`src/rtl/c2p_pkg.sv`:
```
// ----------------------------------------------------------------------------
// c2p_pkg
// Shared types, constants and the arctangent table for the Cartesian to
// polar converter.
// ----------------------------------------------------------------------------
package c2p_pkg;

	// Rotation steps of the vectoring CORDIC; the table holds 24 entries
	localparam int ROTATION_STEPS = 16;
	localparam int ATAN_ENTRIES   = 24;
	localparam int STEPS_EFF      = (ROTATION_STEPS > ATAN_ENTRIES) ? ATAN_ENTRIES
	                                                                  : ROTATION_STEPS;
	// Square root of a 32-bit sum of squares takes one digit per cell
	localparam int SQRT_DIGITS    = 16;
	localparam int NUM_CELLS      = (STEPS_EFF > SQRT_DIGITS) ? STEPS_EFF : SQRT_DIGITS;

	// Datapath widths
	localparam int COORD_W = 16;
	localparam int VEC_W   = 27;  // |v| << 8 with CORDIC gain, signed
	localparam int Z_W     = 25;  // accumulated angle, degrees * 2^16, signed
	localparam int ATAN_W  = 22;
	localparam int STEP_W  = 5;
	localparam int S_W     = 2 * SQRT_DIGITS;
	localparam int ROOT_W  = SQRT_DIGITS;
	localparam int REM_W   = SQRT_DIGITS + 1;
	localparam int ANG_W   = 16;
	localparam int QUAD_W  = 3;

	// Angle constants, degrees * 2^7
	localparam logic [ANG_W-1:0] DEG0   = 16'd0;
	localparam logic [ANG_W-1:0] DEG90  = 16'd11520;
	localparam logic [ANG_W-1:0] DEG180 = 16'd23040;
	localparam logic [ANG_W-1:0] DEG270 = 16'd34560;
	localparam logic [ANG_W-1:0] DEG360 = 16'd46080;

	// Clamp limit of the first-quadrant angle, degrees * 2^16
	localparam logic signed [Z_W-1:0] Z_DEG90 = 25'sd5898240;

	// Quadrant codes
	localparam logic [QUAD_W-1:0] QUAD_AXIS = 3'd0;
	localparam logic [QUAD_W-1:0] QUAD_1    = 3'd1;
	localparam logic [QUAD_W-1:0] QUAD_2    = 3'd2;
	localparam logic [QUAD_W-1:0] QUAD_3    = 3'd3;
	localparam logic [QUAD_W-1:0] QUAD_4    = 3'd4;

	// Fixed angle for points on an axis (origin reads as positive x)
	typedef enum logic [1:0] {
		AXIS_POS_X,
		AXIS_POS_Y,
		AXIS_NEG_X,
		AXIS_NEG_Y
	} axis_t;

	typedef struct packed {
		logic [QUAD_W-1:0] quad;
		axis_t             axis;
	} tag_t;

	// Per-cell constants, tied off at the top level
	typedef struct packed {
		logic [STEP_W-1:0] step;
		logic              rot_en;
		logic              sqrt_en;
		logic [ATAN_W-1:0] atan;
	} cell_cfg_t;

	// Item state travelling down the chain
	typedef struct packed {
		logic signed [VEC_W-1:0] vx;
		logic signed [VEC_W-1:0] vy;
		logic signed [Z_W-1:0]   z;
		logic [S_W-1:0]          s;
		logic [REM_W-1:0]        rem;
		logic [ROOT_W-1:0]       root;
		tag_t                    tag;
	} cell_data_t;

	// atan(2^-i) in degrees * 2^16, rounded to nearest
	function automatic logic [ATAN_W-1:0] atan_deg_q16(input logic [STEP_W-1:0] idx);
		logic [ATAN_W-1:0] r;
		unique case (idx)
			5'd0:    r = 22'd2949120;
			5'd1:    r = 22'd1740967;
			5'd2:    r = 22'd919879;
			5'd3:    r = 22'd466945;
			5'd4:    r = 22'd234379;
			5'd5:    r = 22'd117304;
			5'd6:    r = 22'd58666;
			5'd7:    r = 22'd29335;
			5'd8:    r = 22'd14668;
			5'd9:    r = 22'd7334;
			5'd10:   r = 22'd3667;
			5'd11:   r = 22'd1833;
			5'd12:   r = 22'd917;
			5'd13:   r = 22'd458;
			5'd14:   r = 22'd229;
			5'd15:   r = 22'd115;
			5'd16:   r = 22'd57;
			5'd17:   r = 22'd29;
			5'd18:   r = 22'd14;
			5'd19:   r = 22'd7;
			5'd20:   r = 22'd4;
			5'd21:   r = 22'd2;
			5'd22:   r = 22'd1;
			default: r = 22'd0;
		endcase
		return r;
	endfunction

endpackage

```
`src/rtl/c2p_cell.sv`:
```
// ----------------------------------------------------------------------------
// c2p_cell
// One cell of the chain: a CORDIC vectoring micro-rotation and one digit of
// the restoring square root, followed by the cell's item register.
// ----------------------------------------------------------------------------
module c2p_cell (
	input  logic                   clk,
	input  logic                   arst_n,
	input  logic                   en,
	input  c2p_pkg::cell_cfg_t     cfg,
	input  logic                   prev_valid,
	input  c2p_pkg::cell_data_t    prev_data,
	output logic                   next_valid,
	output c2p_pkg::cell_data_t    next_data
);

	logic signed [c2p_pkg::VEC_W-1:0] vx, vy, sx, sy;
	logic signed [c2p_pkg::Z_W-1:0]   atan_z;
	logic [c2p_pkg::REM_W+1:0]        cur;
	logic [c2p_pkg::REM_W:0]          trial;
	c2p_pkg::cell_data_t              d;
	logic                             valid_q;
	c2p_pkg::cell_data_t              data_q;

	// Micro-rotation and square-root digit
	always_comb begin
		vx     = prev_data.vx;
		vy     = prev_data.vy;
		sx     = vx >>> cfg.step;
		sy     = vy >>> cfg.step;
		atan_z = $signed({{(c2p_pkg::Z_W-c2p_pkg::ATAN_W){1'b0}}, cfg.atan});
		cur    = {prev_data.rem, prev_data.s[c2p_pkg::S_W-1 -: 2]};
		trial  = {prev_data.root, 2'b01};
		d      = prev_data;
		if (cfg.rot_en) begin
			if (!vy[c2p_pkg::VEC_W-1]) begin
				d.vx = vx + sy;
				d.vy = vy - sx;
				d.z  = prev_data.z + atan_z;
			end else begin
				d.vx = vx - sy;
				d.vy = vy + sx;
				d.z  = prev_data.z - atan_z;
			end
		end
		if (cfg.sqrt_en) begin
			d.s = {prev_data.s[c2p_pkg::S_W-3:0], 2'b00};
			if (cur >= {1'b0, trial}) begin
				d.rem  = c2p_pkg::REM_W'(cur - {1'b0, trial});
				d.root = {prev_data.root[c2p_pkg::ROOT_W-2:0], 1'b1};
			end else begin
				d.rem  = cur[c2p_pkg::REM_W-1:0];
				d.root = {prev_data.root[c2p_pkg::ROOT_W-2:0], 1'b0};
			end
		end
	end

	// Item register
	always_ff @(posedge clk or negedge arst_n) begin
		if (!arst_n) begin
			valid_q <= 1'b0;
		end else if (en) begin
			valid_q <= prev_valid;
		end
	end

	always_ff @(posedge clk) begin
		if (en && prev_valid) begin
			data_q <= d;
		end
	end

	assign next_valid = valid_q;
	assign next_data  = data_q;

endmodule

```
`config.mk`:
```
export PLATFORM = sky130hd
export DESIGN_NAME = c2p_cell
export DESIGN_NICKNAME = d
export VERILOG_FILES = /design/src/rtl/c2p_pkg.sv /design/src/rtl/c2p_cell.sv
export SDC_FILE = /design/constraint.sdc
export NUM_CORES = 1
export LEC_CHECK = 0
export ABC_AREA = 1
export BUFFER_PORTS_ARGS = -buffer_cell sky130_fd_sc_hd__buf_2
export CAP_MARGIN = 20
export CORE_MARGIN = 2
export CORE_UTILIZATION = 52
export CTS_CLUSTER_SIZE = 40
export DETAILED_ROUTE_END_ITERATION = 7
export MAX_ROUTING_LAYER = met4
export PLACE_DENSITY = 0.81
export SYNTH_ARGS = -nofsm -noshare
export SYNTH_HDL_FRONTEND = slang
export SYNTH_SLANG_ARGS = --single-unit
```
`constraint.sdc`:
```
create_clock -name clk -period 0.8 [get_ports clk]
set_clock_uncertainty 0.05 [all_clocks]
set_input_delay 0.08 -clock clk [delete_from_list [all_inputs] [get_ports clk]]
set_output_delay 0.08 -clock clk [all_outputs]
set_load 0.01 [all_outputs]
```
==> key figures, run 1 <==
Logic synthesis
  – Post-synth EDFFs: 149
  – Syn_nets: 2607
  – Async SR Flop Fraction: 0.667%
  – Distinct cell type count after synthesis: 53
  – Sequential share of the synthesized area: 28.6%
  – Cell area after synthesis: 15800 um2
  – Synth top area cells: edfxtp_1 28%, nand2_1 16%, nand3_1 9.5%
  – Cells after synthesis: 2321
  – Yosys warns: 0
  – Yosys top cell area share: 28.4%
  – Seq cells post-synth: 150
  – Area leader, netlist: edfxtp_1
  – Post-synth top flop: edfxtp_1
  – Synthesized area per cell: 6.79 um2

Floorplanning
  – Die width: 178 um
  – # rows: 63
  – Floorplan die height: 178 um
  – Initial core utilization: 53.0%
  – I/O pin cnt: 332

Clocking
  – Clock sink count: 150
  – Num CTS Buffers: 17
  – CTS root buf: clkbuf_16
  – H-tree levels: 4
  – Clk buf depth: 2

Outcome
  – Status: did not finish
  – Stop stage: global routing
  – First error: [ERROR GRT-0116] Global routing finished with congestion. Check the congestion regions in the DRC Viewer.

Global routing
  – Largest net degree at the start of global routing: 44
  – Vias in the first global route: 30.8k
  – Grt ovf: 238
  – First-pass GRT wire length: 201000 um
  – GRT Total Usage: 86.5%

Placed design
  – IO buf count: 331
  – Post-DP HPWL: 53700 um
  – Placed cells: 3568
  – Gp weighted congestion: 1.06
synthesized netlist by cell type, types with 11 or more instances:
cell,count
or2_2,14
xnor2_1,49
nand2_1,677
o211ai_1,11
nand2_2,22
clkbuf_1,39
nand3_1,298
xor2_1,61
o21ai_0,206
o21ai_1,22
nand4_1,22
inv_1,180
ha_1,101
buf_2,34
nor2_1,144
a21oi_1,132
edfxtp_1,149
nor3_1,18
per-stage QoR:
step | cell area (um2) | worst slack [ps]
after floorplan | 17000 | -2670
after global placement | 23400 | -3490
after detailed placement | 23400 | -3580
after CTS | 28200 | -2710
timing repair:
item	in CTS
setup buffers	122
gates cloned	11
pin swaps	246
gates resized for setup	553
hold buffers	76
hold endpoints to repair	78
endpoints found under the setup margin	246
per-layer routing:
| metal | global-route usage, % | overflow |
|---|---|---|
| met2 | 97.7 | 126 |
| met1 | 84.4 | 21 |
| met4 | 85.3 | 70 |
| met5 | - | - |
| met3 | 75.6 | 21 |
cells by family after synthesis:
logic type	synth area share [%]
and+or+nand+nor	34.0
DFF	28.6
adders and majority gates	8.40
xor gates and xnor gates	6.12
AOI/OAI and AO/OA	15.2
buffers and inverters	7.68
==> run 2: changes to the inputs <==
--- a/config.mk
+++ b/config.mk
@@ -9,11 +9,9 @@
 export BUFFER_PORTS_ARGS = -buffer_cell sky130_fd_sc_hd__buf_2
 export CAP_MARGIN = 20
 export CORE_MARGIN = 2
-export CORE_UTILIZATION = 52
-export CTS_CLUSTER_SIZE = 40
+export CORE_UTILIZATION = 40
 export DETAILED_ROUTE_END_ITERATION = 7
-export MAX_ROUTING_LAYER = met4
-export PLACE_DENSITY = 0.81
+export PLACE_DENSITY_LB_ADDON = 0.15
 export SYNTH_ARGS = -nofsm -noshare
 export SYNTH_HDL_FRONTEND = slang
 export SYNTH_SLANG_ARGS = --single-unit
==> constraint.sdc (replaced) <==
create_clock -name clk -period 1 [get_ports clk]
set_clock_uncertainty 0.05 [all_clocks]
set_input_delay 0.1 -clock clk [delete_from_list [all_inputs] [get_ports clk]]
set_output_delay 0.1 -clock clk [all_outputs]
set_load 0.01 [all_outputs]
==> run 2 against run 1 <==
Effect of this change:
- the flow now finishes, with violations (negative hold slack, negative setup slack)
- synthesized cell count stayed put
- synthesized area stayed put
==> key figures, run 2 <==
Outcome
  – Status: finished with violations
  – Failing checks: negative hold slack, negative setup slack

Global routing
  – Grt ovf: 0
  – Vias in the first global route: 19.7k
  – GRT Total Usage: 31.4%
  – First-pass GRT wire length: 102000 um
  – Largest net degree at the start of global routing: 58
  – Initial antenna violation count: 2

Clocking
  – H-tree levels: 4
  – CTS root buf: clkbuf_16
  – CTS tree: built
  – Num CTS Buffers: 17
  – Clk Latency, worst-skew pair: 450 ps
  – Clk buf depth: 2
  – Clock sink count: 150
  – Clk pin slew, worst setup/hold paths: 70 ps

Logic synthesis
  – Synth top cells by count: 677 x nand2_1, 298 x nand3_1, 206 x o21ai_0
  – Count leader, synth: nand2_1
  – Yosys top cell area share: 28.4%
  – Sequential share of the synthesized area: 28.6%
  – Synth top area cells: edfxtp_1 28%, nand2_1 16%, nand3_1 9.5%
  – Cells after synthesis: 2321
  – Seq cells post-synth: 150
  – Synthesized area per cell: 6.79 um2
  – Yosys warns: 0
  – Syn_nets: 2607
  – Cell area after synthesis: 15800 um2
  – Post-synth EDFFs: 149
  – Post-synth top flop: edfxtp_1
  – Distinct cell type count after synthesis: 53
  – Area leader, netlist: edfxtp_1
  – Async SR Flop Fraction: 0.667%

Power
  – Design Power: 36.1 mW
  – Power per cell area: 1230 nW/um2
  – Combinational power share: 58.7%
  – Power share of the clock group: 19.5%
  – Switching Power: 14.0 mW
  – Max VDD drop: 1390 uV
  – Seq pwr share: 21.8%
  – Switching share of total power: 38.7%
  – Cell Int Power: 22.2 mW
  – Leak: 13.9 nW

Worst setup path
  – CP Max Fanout: 8
  – Critical-path cell with the highest stage delay: ha_4
  – CP Buf/Inv Count: 7
  – Startpoint types: input port
  – Worst Path Arrival: 3760 ps
  – Required time worst endpoint: 1170 ps
  – Max incr delay on CP: 320 ps
  – Top delay family on crit path: simple AND/OR/NAND/NOR gates
  – Critical path type: in2reg
  – Crit. End Element: flop

Placed design
  – Gp weighted congestion: 0.940
  – Dpl ws: -3180 ps
  – IO buf count: 331
  – Post-DP HPWL: 50600 um

Timing
  – Relative slew slack: 69.2%
  – Fmax: 279 MHz
  – Final WS setup: -2590 ps
  – Hold slack: -78.2 ps
  – Crit share post-route: 359%
  – Setup violators final: 395
  – Final Max Tran Viols: 0
  – RSZ-0062 raised after global routing: yes
  – Tightest Pin Transition: 457 ps
  – Final Hold Viols: 3
  – Min Tclk post-route: 3590 ps

Final layout
  – Fill cells: 2743
  – Layout cell share with drive strength beyond 1: 51.3%
  – Max FFs per register: 149
  – Layout Nets: 3703
  – Most frequent cells in the layout: 644 x buf_4, 555 x nand2_1, 319 x buf_2, 221 x nand3_1, 149 x edfxtp_1
  – Most common cell after layout, fill and taps aside: buf_4
  – P&R area growth vs syn: 86.5%

Drt
  – Via density: 5.42
  – Drt first pass iters: 6
  – Vias: 21.4k
  – WL final: 74700 um
  – Antenna-violating nets left: 0
  – WL per Instance: 18.9 um
  – Initial DRC Count: 1672
  – Highest metal used: met5
  – DRC viols: 0
  – Metal-1 WL: 31500 um
  – Met2 WL: 35600 um
  – Routed wl met3: 5250 um

Floorplanning
  – Initial core utilization: 40.7%
  – Die width: 202 um
  – Floorplan die height: 202 um
  – DIE AREA: 41000 um2
  – Core Region: 38700 um2
  – I/O pin cnt: 332
  – # rows: 72

Run
  – Max cap viols: 0

Hold path
  – Hold WC Path Type: in2reg
==> run 2: cell counts after synthesis <==
No cell type changed its count.
==> run 2: logic make-up after synthesis <==
kind of cell	Yosys count	share of synthesized area, %
AOI/OAI and AO/OA	435	15.2
xor gates and xnor gates	110	6.12
adders and majority gates	104	8.40
buffers and inverters	285	7.68
DFF	150	28.6
and+or+nand+nor	1237	34.0
==> run 2: power by group through the flow <==
stage / registers [mW] / logic (mW) / clock network, mW
2_1_floorplan: 8.33 / 8.09 / 0
3_3_place_gp: 7.99 / 15.6 / 0
3_5_place_dp: 8.00 / 15.8 / 0
4_1_cts: 7.87 / 17.7 / 7.10
5_1_grt: 7.93 / 22.6 / 7.32
6_report: 7.89 / 21.2 / 7.05
==> run 2: worst reg2reg max path, cell delays in order (launching register included) <==
cell     delay, ps
dfrtp_1        370
inv_1           60
o21ai_0         80
==> run 2: per-layer routing <==
layer  vias up  global-route usage (%)
li1      10101                       -
met1     10159                    43.2
met2       967                    52.2
met3       183                    4.38
met4         2                    7.30
met5         -                       0
==> run 2: through the flow <==
step / std cells / area [um2] / TNS [ps] / util [%]
final: 3950 / 29400 / -227910 / 75.8
after global routing: 3949 / 29400 / -249670 / 75.8
after CTS: 3886 / 26700 / -211910 / 68.9
after detailed placement: 3725 / 23700 / -225100 / 61.3
after global placement: 3725 / 23700 / -218480 / 61.3
after floorplan: 2321 / 16900 / -414380 / -
==> run 2: path summary, 6_finish.rpt <==
| kind | start | to | slack (ps) | cells after the start |
|---|---|---|---|---|
| max in group asynchronous | arst_n | next_valid | 340 | 3 |
| worst max-delay path | cfg[24] | next_data[146] | -2590 | 31 |
| worst max register to register | next_valid | next_valid | 320 | 2 |
| worst min-delay path | prev_valid | next_valid | -80 | 3 |
| worst min register to register | next_valid | next_valid | 500 | 2 |
| min in group asynchronous | arst_n | next_valid | 450 | 3 |
==> run 2: final cells by class <==
type,count,area [um2],share of cell area [%]
Timing Repair Buffer,1172,9170,31.2
Multi-Input combinational cell,1886,13700,46.5
Antenna cell,2,5.00,0.0170
Tap cell,518,648,2.21
Clock buffer,20,437,1.49
Inverter,190,776,2.64
Sequential cell,150,4500,15.3
Clock inverter,12,175,0.596
==> run 2: repair_timing <==
item | CTS | global route
cloned | 6 | 8
hold endpoints to repair | 92 | 13
hold buffers | 91 | 14
setup endpoints to repair | 246 | 395
setup buffers | 32 | 65
pin swaps | 114 | 257
resized for setup | 250 | 476
Power figures use the tool's default switching activity.
