==> config.mk <==
export PLATFORM = sky130hd
export DESIGN_NAME = c2p_out
export DESIGN_NICKNAME = d
export VERILOG_FILES = /design/src/rtl/c2p_pkg.sv /design/src/rtl/c2p_out.sv
export SDC_FILE = /design/constraint.sdc
export NUM_CORES = 1
export LEC_CHECK = 0
export BUFFER_PORTS_ARGS = -buffer_cell sky130_fd_sc_hd__buf_4
export CORE_ASPECT_RATIO = 0.9
export CORE_MARGIN = 2
export CORE_UTILIZATION = 46
export CTS_CLUSTER_DIAMETER = 60
export DETAILED_ROUTE_END_ITERATION = 8
export GPL_TIMING_DRIVEN = 0
export PLACE_DENSITY = 0.89
export SLEW_MARGIN = 5
export SYNTH_ARGS = -nofsm -noshare
export SYNTH_HDL_FRONTEND = slang
export SYNTH_SLANG_ARGS = --single-unit
==> constraint.sdc <==
create_clock -name clk -period 3.95 [get_ports clk]
set_input_delay 0.395 -clock clk [delete_from_list [all_inputs] [get_ports clk]]
set_output_delay 0.395 -clock clk [all_outputs]
set_load 0.05 [all_outputs]
==> src/rtl/c2p_pkg.sv <==
// ----------------------------------------------------------------------------
// c2p_pkg
// Shared types, constants and the arctangent table for the Cartesian to
// polar converter.
// ----------------------------------------------------------------------------
package c2p_pkg;

	// Rotation steps of the vectoring CORDIC; the table holds 24 entries
	localparam int ROTATION_STEPS = 16;
	localparam int ATAN_ENTRIES   = 24;
	localparam int STEPS_EFF      = (ROTATION_STEPS > ATAN_ENTRIES) ? ATAN_ENTRIES
	                                                                  : ROTATION_STEPS;
	// Square root of a 32-bit sum of squares takes one digit per cell
	localparam int SQRT_DIGITS    = 16;
	localparam int NUM_CELLS      = (STEPS_EFF > SQRT_DIGITS) ? STEPS_EFF : SQRT_DIGITS;

	// Datapath widths
	localparam int COORD_W = 16;
	localparam int VEC_W   = 27;  // |v| << 8 with CORDIC gain, signed
	localparam int Z_W     = 25;  // accumulated angle, degrees * 2^16, signed
	localparam int ATAN_W  = 22;
	localparam int STEP_W  = 5;
	localparam int S_W     = 2 * SQRT_DIGITS;
	localparam int ROOT_W  = SQRT_DIGITS;
	localparam int REM_W   = SQRT_DIGITS + 1;
	localparam int ANG_W   = 16;
	localparam int QUAD_W  = 3;

	// Angle constants, degrees * 2^7
	localparam logic [ANG_W-1:0] DEG0   = 16'd0;
	localparam logic [ANG_W-1:0] DEG90  = 16'd11520;
	localparam logic [ANG_W-1:0] DEG180 = 16'd23040;
	localparam logic [ANG_W-1:0] DEG270 = 16'd34560;
	localparam logic [ANG_W-1:0] DEG360 = 16'd46080;

	// Clamp limit of the first-quadrant angle, degrees * 2^16
	localparam logic signed [Z_W-1:0] Z_DEG90 = 25'sd5898240;

	// Quadrant codes
	localparam logic [QUAD_W-1:0] QUAD_AXIS = 3'd0;
	localparam logic [QUAD_W-1:0] QUAD_1    = 3'd1;
	localparam logic [QUAD_W-1:0] QUAD_2    = 3'd2;
	localparam logic [QUAD_W-1:0] QUAD_3    = 3'd3;
	localparam logic [QUAD_W-1:0] QUAD_4    = 3'd4;

	// Fixed angle for points on an axis (origin reads as positive x)
	typedef enum logic [1:0] {
		AXIS_POS_X,
		AXIS_POS_Y,
		AXIS_NEG_X,
		AXIS_NEG_Y
	} axis_t;

	typedef struct packed {
		logic [QUAD_W-1:0] quad;
		axis_t             axis;
	} tag_t;

	// Per-cell constants, tied off at the top level
	typedef struct packed {
		logic [STEP_W-1:0] step;
		logic              rot_en;
		logic              sqrt_en;
		logic [ATAN_W-1:0] atan;
	} cell_cfg_t;

	// Item state travelling down the chain
	typedef struct packed {
		logic signed [VEC_W-1:0] vx;
		logic signed [VEC_W-1:0] vy;
		logic signed [Z_W-1:0]   z;
		logic [S_W-1:0]          s;
		logic [REM_W-1:0]        rem;
		logic [ROOT_W-1:0]       root;
		tag_t                    tag;
	} cell_data_t;

	// atan(2^-i) in degrees * 2^16, rounded to nearest
	function automatic logic [ATAN_W-1:0] atan_deg_q16(input logic [STEP_W-1:0] idx);
		logic [ATAN_W-1:0] r;
		unique case (idx)
			5'd0:    r = 22'd2949120;
			5'd1:    r = 22'd1740967;
			5'd2:    r = 22'd919879;
			5'd3:    r = 22'd466945;
			5'd4:    r = 22'd234379;
			5'd5:    r = 22'd117304;
			5'd6:    r = 22'd58666;
			5'd7:    r = 22'd29335;
			5'd8:    r = 22'd14668;
			5'd9:    r = 22'd7334;
			5'd10:   r = 22'd3667;
			5'd11:   r = 22'd1833;
			5'd12:   r = 22'd917;
			5'd13:   r = 22'd458;
			5'd14:   r = 22'd229;
			5'd15:   r = 22'd115;
			5'd16:   r = 22'd57;
			5'd17:   r = 22'd29;
			5'd18:   r = 22'd14;
			5'd19:   r = 22'd7;
			5'd20:   r = 22'd4;
			5'd21:   r = 22'd2;
			5'd22:   r = 22'd1;
			default: r = 22'd0;
		endcase
		return r;
	endfunction

endpackage

==> src/rtl/c2p_out.sv <==
// ----------------------------------------------------------------------------
// c2p_out
// Angle clamp, rounding and quadrant fold, magnitude rounding, then the
// output register with a one-item skid stage behind it.
// ----------------------------------------------------------------------------
module c2p_out (
	input  logic                              clk,
	input  logic                              arst_n,
	input  logic                              last_valid,
	input  c2p_pkg::cell_data_t               last_data,
	input  logic                              out_stall,
	output logic                              out_valid,
	output logic [c2p_pkg::ROOT_W-1:0]        magnitude,
	output logic [c2p_pkg::ANG_W-1:0]         angle_deg,
	output logic [c2p_pkg::QUAD_W-1:0]        quadrant,
	output logic                              full
);

	logic [c2p_pkg::Z_W-2:0]    zc;
	logic [c2p_pkg::Z_W-2:0]    zr;
	logic [c2p_pkg::ANG_W-1:0]  a;
	logic [c2p_pkg::ANG_W-1:0]  ang;
	logic [c2p_pkg::ROOT_W-1:0] mag;
	logic                       take, inc;

	logic                       out_v_q, skid_v_q;
	logic [c2p_pkg::ROOT_W-1:0] mag_q, skid_mag_q;
	logic [c2p_pkg::ANG_W-1:0]  ang_q, skid_ang_q;
	logic [c2p_pkg::QUAD_W-1:0] quad_q, skid_quad_q;

	// Clamp to [0, 90 deg], round to 7 fraction bits, fold by quadrant
	always_comb begin
		if (last_data.z[c2p_pkg::Z_W-1]) begin
			zc = '0;
		end else if (last_data.z > c2p_pkg::Z_DEG90) begin
			zc = c2p_pkg::Z_DEG90[c2p_pkg::Z_W-2:0];
		end else begin
			zc = last_data.z[c2p_pkg::Z_W-2:0];
		end
		zr = zc + (c2p_pkg::Z_W-1)'(256);
		a  = c2p_pkg::ANG_W'(zr[c2p_pkg::Z_W-2:9]);
		unique case (last_data.tag.quad)
			c2p_pkg::QUAD_1: ang = a;
			c2p_pkg::QUAD_2: ang = c2p_pkg::DEG180 - a;
			c2p_pkg::QUAD_3: ang = c2p_pkg::DEG180 + a;
			c2p_pkg::QUAD_4: ang = c2p_pkg::DEG360 - a;
			default: begin
				unique case (last_data.tag.axis)
					c2p_pkg::AXIS_POS_X: ang = c2p_pkg::DEG0;
					c2p_pkg::AXIS_POS_Y: ang = c2p_pkg::DEG90;
					c2p_pkg::AXIS_NEG_X: ang = c2p_pkg::DEG180;
					default:             ang = c2p_pkg::DEG270;
				endcase
			end
		endcase
		// full turn wraps to zero
		if (ang >= c2p_pkg::DEG360) begin
			ang = c2p_pkg::DEG0;
		end
		// round the root to nearest: remainder above root means upper half
		mag = last_data.root + c2p_pkg::ROOT_W'({1'b0, last_data.rem} > {2'b0, last_data.root});
	end

	assign take = out_v_q && !out_stall;
	assign inc  = last_valid && !skid_v_q;

	// Output register and skid stage control
	always_ff @(posedge clk or negedge arst_n) begin
		if (!arst_n) begin
			out_v_q  <= 1'b0;
			skid_v_q <= 1'b0;
		end else if (skid_v_q) begin
			if (take) begin
				skid_v_q <= 1'b0;
			end
		end else if (inc) begin
			if (out_v_q && !take) begin
				skid_v_q <= 1'b1;
			end else begin
				out_v_q <= 1'b1;
			end
		end else if (take) begin
			out_v_q <= 1'b0;
		end
	end

	// Payload of both registers
	always_ff @(posedge clk) begin
		if (skid_v_q) begin
			if (take) begin
				mag_q  <= skid_mag_q;
				ang_q  <= skid_ang_q;
				quad_q <= skid_quad_q;
			end
		end else if (inc) begin
			if (out_v_q && !take) begin
				skid_mag_q  <= mag;
				skid_ang_q  <= ang;
				skid_quad_q <= last_data.tag.quad;
			end else begin
				mag_q  <= mag;
				ang_q  <= ang;
				quad_q <= last_data.tag.quad;
			end
		end
	end

	assign out_valid = out_v_q;
	assign magnitude = mag_q;
	assign angle_deg = ang_q;
	assign quadrant  = quad_q;
	assign full      = skid_v_q;

endmodule

# After elaboration in Yosys (flattened, before gate mapping)
# Index checks and enable logic that the tools add are counted.
[op_classes] reduce_logical=12 bitwise_logic=1 eq_ne=9 addsub=5 muxes=24 order_cmp=3
[ops] cell="$mux 16" n=9
[ops] cell="$pmux 16 s4" n=1
[ops] cell="$mux 24" n=2
[ops] cell="$pmux 16 s3" n=1
[ops] cell="$gt 25x24->1 const B" n=1
[ops] cell="$add 24x9->24 const B" n=1
[ops] cell="$gt 17x16->1" n=1
[ops] cell="$add 15x15->16 const A" n=1
[ops] cell="$add 16x1->16" n=1
[ops] cell="$ge 16x16->1 const B" n=1
[ops] cell="$sub 15x15->16 const A" n=1
[ops] cell="$sub 16x15->16 const A" n=1
[ops] cell="$mux 3" n=4
[ops] cell="$reduce_and 3->1" n=3
[ops] cell="$mux 1" n=7
[ops] cell="$eq 3x2->1 const B" n=2
[ops] cell="$ne 2x2->1 const B" n=3
[ops] cell="$reduce_bool 2->1" n=2
[ops] cell="$eq 3x1->1 const B" n=1
[ops] cell="$eq 3x3->1 const B" n=1
[ops] cell="$logic_and 1x1->1" n=3
[ops] cell="$logic_not 1->1" n=3
[ops] cell="$eq 2x1->1 const B" n=1
[ops] cell="$eq 2x2->1 const B" n=1
[ops] cell="other kinds (2)" n=2
[word_totals] elab_cells=62 in_bits=153 register_bits=72 output_inout_bits=37

# Depth between registers and ports, before layout
[logic_depth] ltp_word=11 mapped_depth=20 ltp_nobuf=19

# Worst setup path after synthesis
# No wires, ideal clock.
[synth_path] path_type="input port to flip-flop" start="input last_data[83] (netlist bit)" end="register skid_ang_q[13] (netlist bit) (data pin)" required_time_ps=3671 arrival_time_ps=4730 setup_slack_ps=-1059 cell_stages=18 path_buffers=3 setup_time_ps=279 path_cell_list="buf_6 > or4_4 > nor4_1 > a22o_1 > and2_1 > ha_1 > buf_2 > nand4_2 > or4_1 > a311oi_1 > or3b_4 > a221oi_2 > o311ai_1 > a221oi_1 > a211oi_1 > o31ai_2 > buf_6 > a21oi_1"
[synth_via] elab_chain_len=8 word_cells_on_any_way=10 classes_between="add/sub: 4; order compare: 2; mux: 4"
[synth_lines] element="start: declaration" line_no="c2p_out.sv:10" rtl="input c2p_pkg::cell_data_t last_data,"
[synth_lines] element="$gt 25x24->1" line_no="c2p_out.sv:35" rtl="end else if (last_data.z > c2p_pkg::Z_DEG90) begin"
[synth_lines] element="$mux 24 *" line_no="c2p_out.sv:35"
[synth_lines] element="$mux 24 *" line_no="c2p_out.sv:33" rtl="if (last_data.z[c2p_pkg::Z_W-1]) begin"
[synth_lines] element="$add 24x9->24 *" line_no="c2p_out.sv:40" rtl="zr = zc + (c2p_pkg::Z_W-1)'(256);"
[synth_lines] element="$sub 16x15->16, or another cell as far along" line_no="c2p_out.sv:46" rtl="c2p_pkg::QUAD_4: ang = c2p_pkg::DEG360 - a;"
[synth_lines] element="$pmux 16 s4 *" line_no="c2p_out.sv:42" rtl="unique case (last_data.tag.quad)"
[synth_lines] element="$ge 16x16->1" line_no="c2p_out.sv:57" rtl="if (ang >= c2p_pkg::DEG360) begin"
[synth_lines] element="$mux 16 *" line_no="c2p_out.sv:57"
[synth_lines] element="named net ang (one bit)" line_no="c2p_out.sv:22" rtl="logic [c2p_pkg::ANG_W-1:0] ang;"
[synth_lines] element="end signal: assignment" line_no="c2p_out.sv:98" rtl="skid_ang_q <= ang;"
[synth_lines] element="end: declaration" line_no="c2p_out.sv:28" rtl="logic [c2p_pkg::ANG_W-1:0] ang_q, skid_ang_q;"
# The timed path passes the listed nets; every way through them passes the cells marked *.
# A chain may end at the register's enable or synchronous reset.

# Worst setup path in the final report
[layout_path] start="input last_data[86] (netlist bit)" end="register skid_ang_q[13] (netlist bit) (data pin)"
# The elaborated chain is that of the path after synthesis.

==> results.sh <==
export IMPL_synth_top_family_by_area="compound AO/OA/AOI/OAI gates"
export IMPL_rr_worst_depth=5
export IMPL_yosys_area_top_type_share=0.389
export IMPL_port_buffers=98
export IMPL_wl_mm=15.8
export IMPL_critical_path_max_stage_delay_ns=0.54
export IMPL_synth_xor_area_frac=0.0583
export IMPL_coreArea_sq_mm=0.0114
export IMPL_hp_class="primary input to register"
export IMPL_ys_flop_type="edfxtp_1"
export IMPL_grt_pass1_vias=4928
export IMPL_r2r_start="full"
export IMPL_drive_gt1_frac=0.345
export IMPL_drtIter0Drc=642
export IMPL_worstMarginPinSlew_ns=1.14
export IMPL_relSlewSlack=0.239
export IMPL_synthesis_instances=551
export IMPL_grt_max_degree=27
export IMPL_place_congestion=0.956
export IMPL_clk_latency_ns=0.34
export IMPL_post_place_ws_ns=-1.56
export IMPL_ys_ff_latch=72
export IMPL_vias=5138
export IMPL_synth_area_per_cell_sq_um=9.81
export IMPL_startpoint_type="primary input"
export IMPL_yosysWarnings=0
export IMPL_post_drt_wl_per_cell_um=18.6
export IMPL_start_util=0.473
export IMPL_cp_startpoint="last_data[86]"
export IMPL_drv_max_cap_violation_count=0
export IMPL_rsz0062_at_grt="true"
export IMPL_r2r_slack_ns=1.29
export IMPL_cts_tree="yes"
export IMPL_arrival_ns=4.60
export IMPL_drv_slew=0
export IMPL_hold_depth=1
export IMPL_die_h_um=107
export IMPL_setup_worst_path_end="skid_ang_q[13]"
export IMPL_clockBufferDepth=2
export IMPL_die_w_um=118
export IMPL_final_area_sq_mm=0.00721
export IMPL_first_pass_iters=8
export IMPL_numClockSinks=72
export IMPL_hold_viol=0
export IMPL_diodes=0
export IMPL_cts_root_buf="clkbuf_16"
export IMPL_die_area_sq_mm=0.0126
export IMPL_htree_levels=3
export IMPL_netlist_area_sq_mm=0.00541
export IMPL_fin_crit_sh=1.15
export IMPL_fill_cells=840
export IMPL_synth_simple_gate_area_frac=0.161
export IMPL_areaGrowthSynthToFinish_pct=33.3
export IMPL_end_kind="register"
export IMPL_dpl_cell_area_sq_mm=0.00645
export IMPL_yosysMostFrequentCell="edfxtp_1"
export IMPL_synth_common_cells="edfxtp_1, nor2_1, a21oi_1"
export IMPL_overflow=0
export IMPL_ir_worst_vdd_v=0.000405
export IMPL_ant_nets=0
export IMPL_path_class="primary input to register"
export IMPL_violations="setup timing"
export IMPL_placed_cells_incl_taps=807
export IMPL_status="finished, violations left"
export IMPL_synthMuxAreaShare=0.0578
export IMPL_fin_util=0.630
export IMPL_cts_buffers=9
export IMPL_hpwlAfterDp_mm=11.1
export IMPL_rows=37
export IMPL_seq_area_frac_synth=0.398
export IMPL_synth_top_area_cell="edfxtp_1"
export IMPL_setup_viol=32
export IMPL_synth_compound_area_frac=0.211
export IMPL_synth_cell_types=76
export IMPL_cp_max_fo=10
export IMPL_grt_pass1_wl_mm=24.9
export IMPL_instances_no_fill=852
export IMPL_antenna_found_initial=0
export IMPL_synth_edf_count=70
export IMPL_clk_pin_slew_ns=0.06
export IMPL_fmax_mhz=221
export IMPL_synth_fp_nets=729
export IMPL_powerDensity_mw_per_mm2=538
export IMPL_finalNetCount=869
export IMPL_drc=0
export IMPL_fin_skew_ns=0.00872
export IMPL_setup_ws_ns=-0.574
export IMPL_min_period_ns=4.52
export IMPL_p_leak_nw=2.76
export IMPL_synthAdderAreaFrac=0.0578
export IMPL_rr_endpoint="angle_deg[2]"
export IMPL_path_cells="buf_6 -> or4_4 -> nor4_4 -> a22o_4 -> and2_4 -> ha_4 -> nand4_4 -> or4_4 -> a311oi_2 -> or3b_4 -> a221oi_4 -> o311ai_4 -> a221oi_2 -> a211oi_2 -> o31ai_4 -> buf_6 -> buf_6 -> a21oi_1"
export IMPL_viasPerCell=6.03
export IMPL_crit_path_frequent_cell="buf_6"
export IMPL_required_ns=4.03
export IMPL_slowest_stage="or4_4"
export IMPL_async_flop_share=0.0278
export IMPL_io_pins=190
export IMPL_synth_area_leaders="edfxtp_1, ha_1, xnor2_1, mux2_2, a21oi_1"
export IMPL_grt_usage=0.247
## worst max-delay path, delay by kind of cell
family,cells,cell delay [ns]
adders and majority gates,1,0.19
AOI/OAI and AO/OA,8,1.65
buffers and inverters,3,0.42
and+or+nand+nor,6,1.92
## cell usage in the layout, fill, tap and decap left out, types with 3 or more instances in the layout
master and instances:
o22ai_1 3, nand3_1 18, a211oi_1 4, nor4_4 3
o21ai_0 18, buf_2 3, a221oi_1 3, nor2_1 46
nor3_1 5, nand2_1 31, clkbuf_16 9, edfxtp_1 70
a31o_2 4, ha_1 24, clkbuf_1 17, a21o_1 5
mux2i_1 5, nand2b_1 7, a22oi_1 4, a21oi_1 33
xnor2_1 31, mux2_2 22, o211ai_1 3, or3_1 3
a31oi_1 17, nand4_1 8, inv_1 30, a21oi_2 10
buf_4 123, and3_1 6, xor2_1 4, nor4_1 5
clkbuf_2 3, o21a_1 12, buf_6 10, nor2b_1 10
o31ai_1 4
## repair_timing
| item | in CTS | in global routing |
|---|---|---|
| gates cloned | 2 | 0 |
| setup endpoints to repair | 32 | 32 |
| pin swaps | 21 | 3 |
| hold buffers | 1 | 0 |
| hold endpoints to repair | 2 | 0 |
| buffers inserted | 21 | 6 |
| resized for setup | 47 | 6 |
## power by group
group          leakage [nW]  switching, mW  total [mW]  internal, mW
combinational          1.94           1.25        1.86         0.617
sequential            0.682         0.0678        1.20          1.13
clock                 0.139          0.322       0.813         0.491
total                  2.76           1.64        3.88          2.24
## final cells by class
type	count	area, sq um	share of cell area
buffer	33	215	0.0299
clock buffer	10	229	0.0318
clock inverter	6	67.6	0.00937
inverter	30	113	0.0156
multi-input combinational	415	3200	0.444
sequential	72	2150	0.299
tap	156	195	0.0271
timing repair buffer	130	1040	0.144
## worst min-delay path by stage
stage	endpoint	slack, ns	startpoint
3_5_place_dp	out_valid	0.18	arst_n
4_1_cts	skid_quad_q[2]	0.24	last_data[4]
3_3_place_gp	out_valid	0.18	arst_n
5_1_grt	skid_quad_q[2]	0.25	last_data[4]
2_1_floorplan	full	0.1	arst_n
6_report	skid_quad_q[2]	0.25	last_data[4]
## metal layers
layer,vias to the layer above,routed length [um],global-route usage
li1,2364,-,-
met1,2422,6420,0.331
met2,298,7300,0.388
met3,54,1560,0.0532
met4,0,521,0.103
met5,-,0,0
## stage by stage
| stage | hold WS (ns) | power (mW) | TNS (ns) |
|---|---|---|---|
| 6_report | 0.246 | 3.88 | -17.12 |
| 5_1_grt | 0.251 | 4.01 | -21.78 |
| 4_1_cts | 0.240 | 3.85 | -21.26 |
| 3_5_place_dp | 0.182 | 2.96 | -48.25 |
| 3_3_place_gp | 0.178 | 2.87 | -49.94 |
| 2_1_floorplan | 0.0994 | 2.40 | -26.23 |
## sequential cells by signal, indices dropped and copies added (netlist names)
signal       flops
angle_deg       16
skid_ang_q      16
full             1
out_valid        1
quadrant         3
skid_mag_q      16
magnitude       16
skid_quad_q      3
## logic make-up (layout without fill, tap and decap cells)
logic type               Yosys count  in the layout
other                              1              1
XOR/XNOR                          36             36
buffers and inverters             64            209
multiplexers                      28             28
flip-flops                        72             72
AO/OA/AOI/OAI                    159            159
AND/OR/NAND/NOR                  166            166
adder cells (fa/ha/maj)           25             25
(Power assumes the default switching activity.)
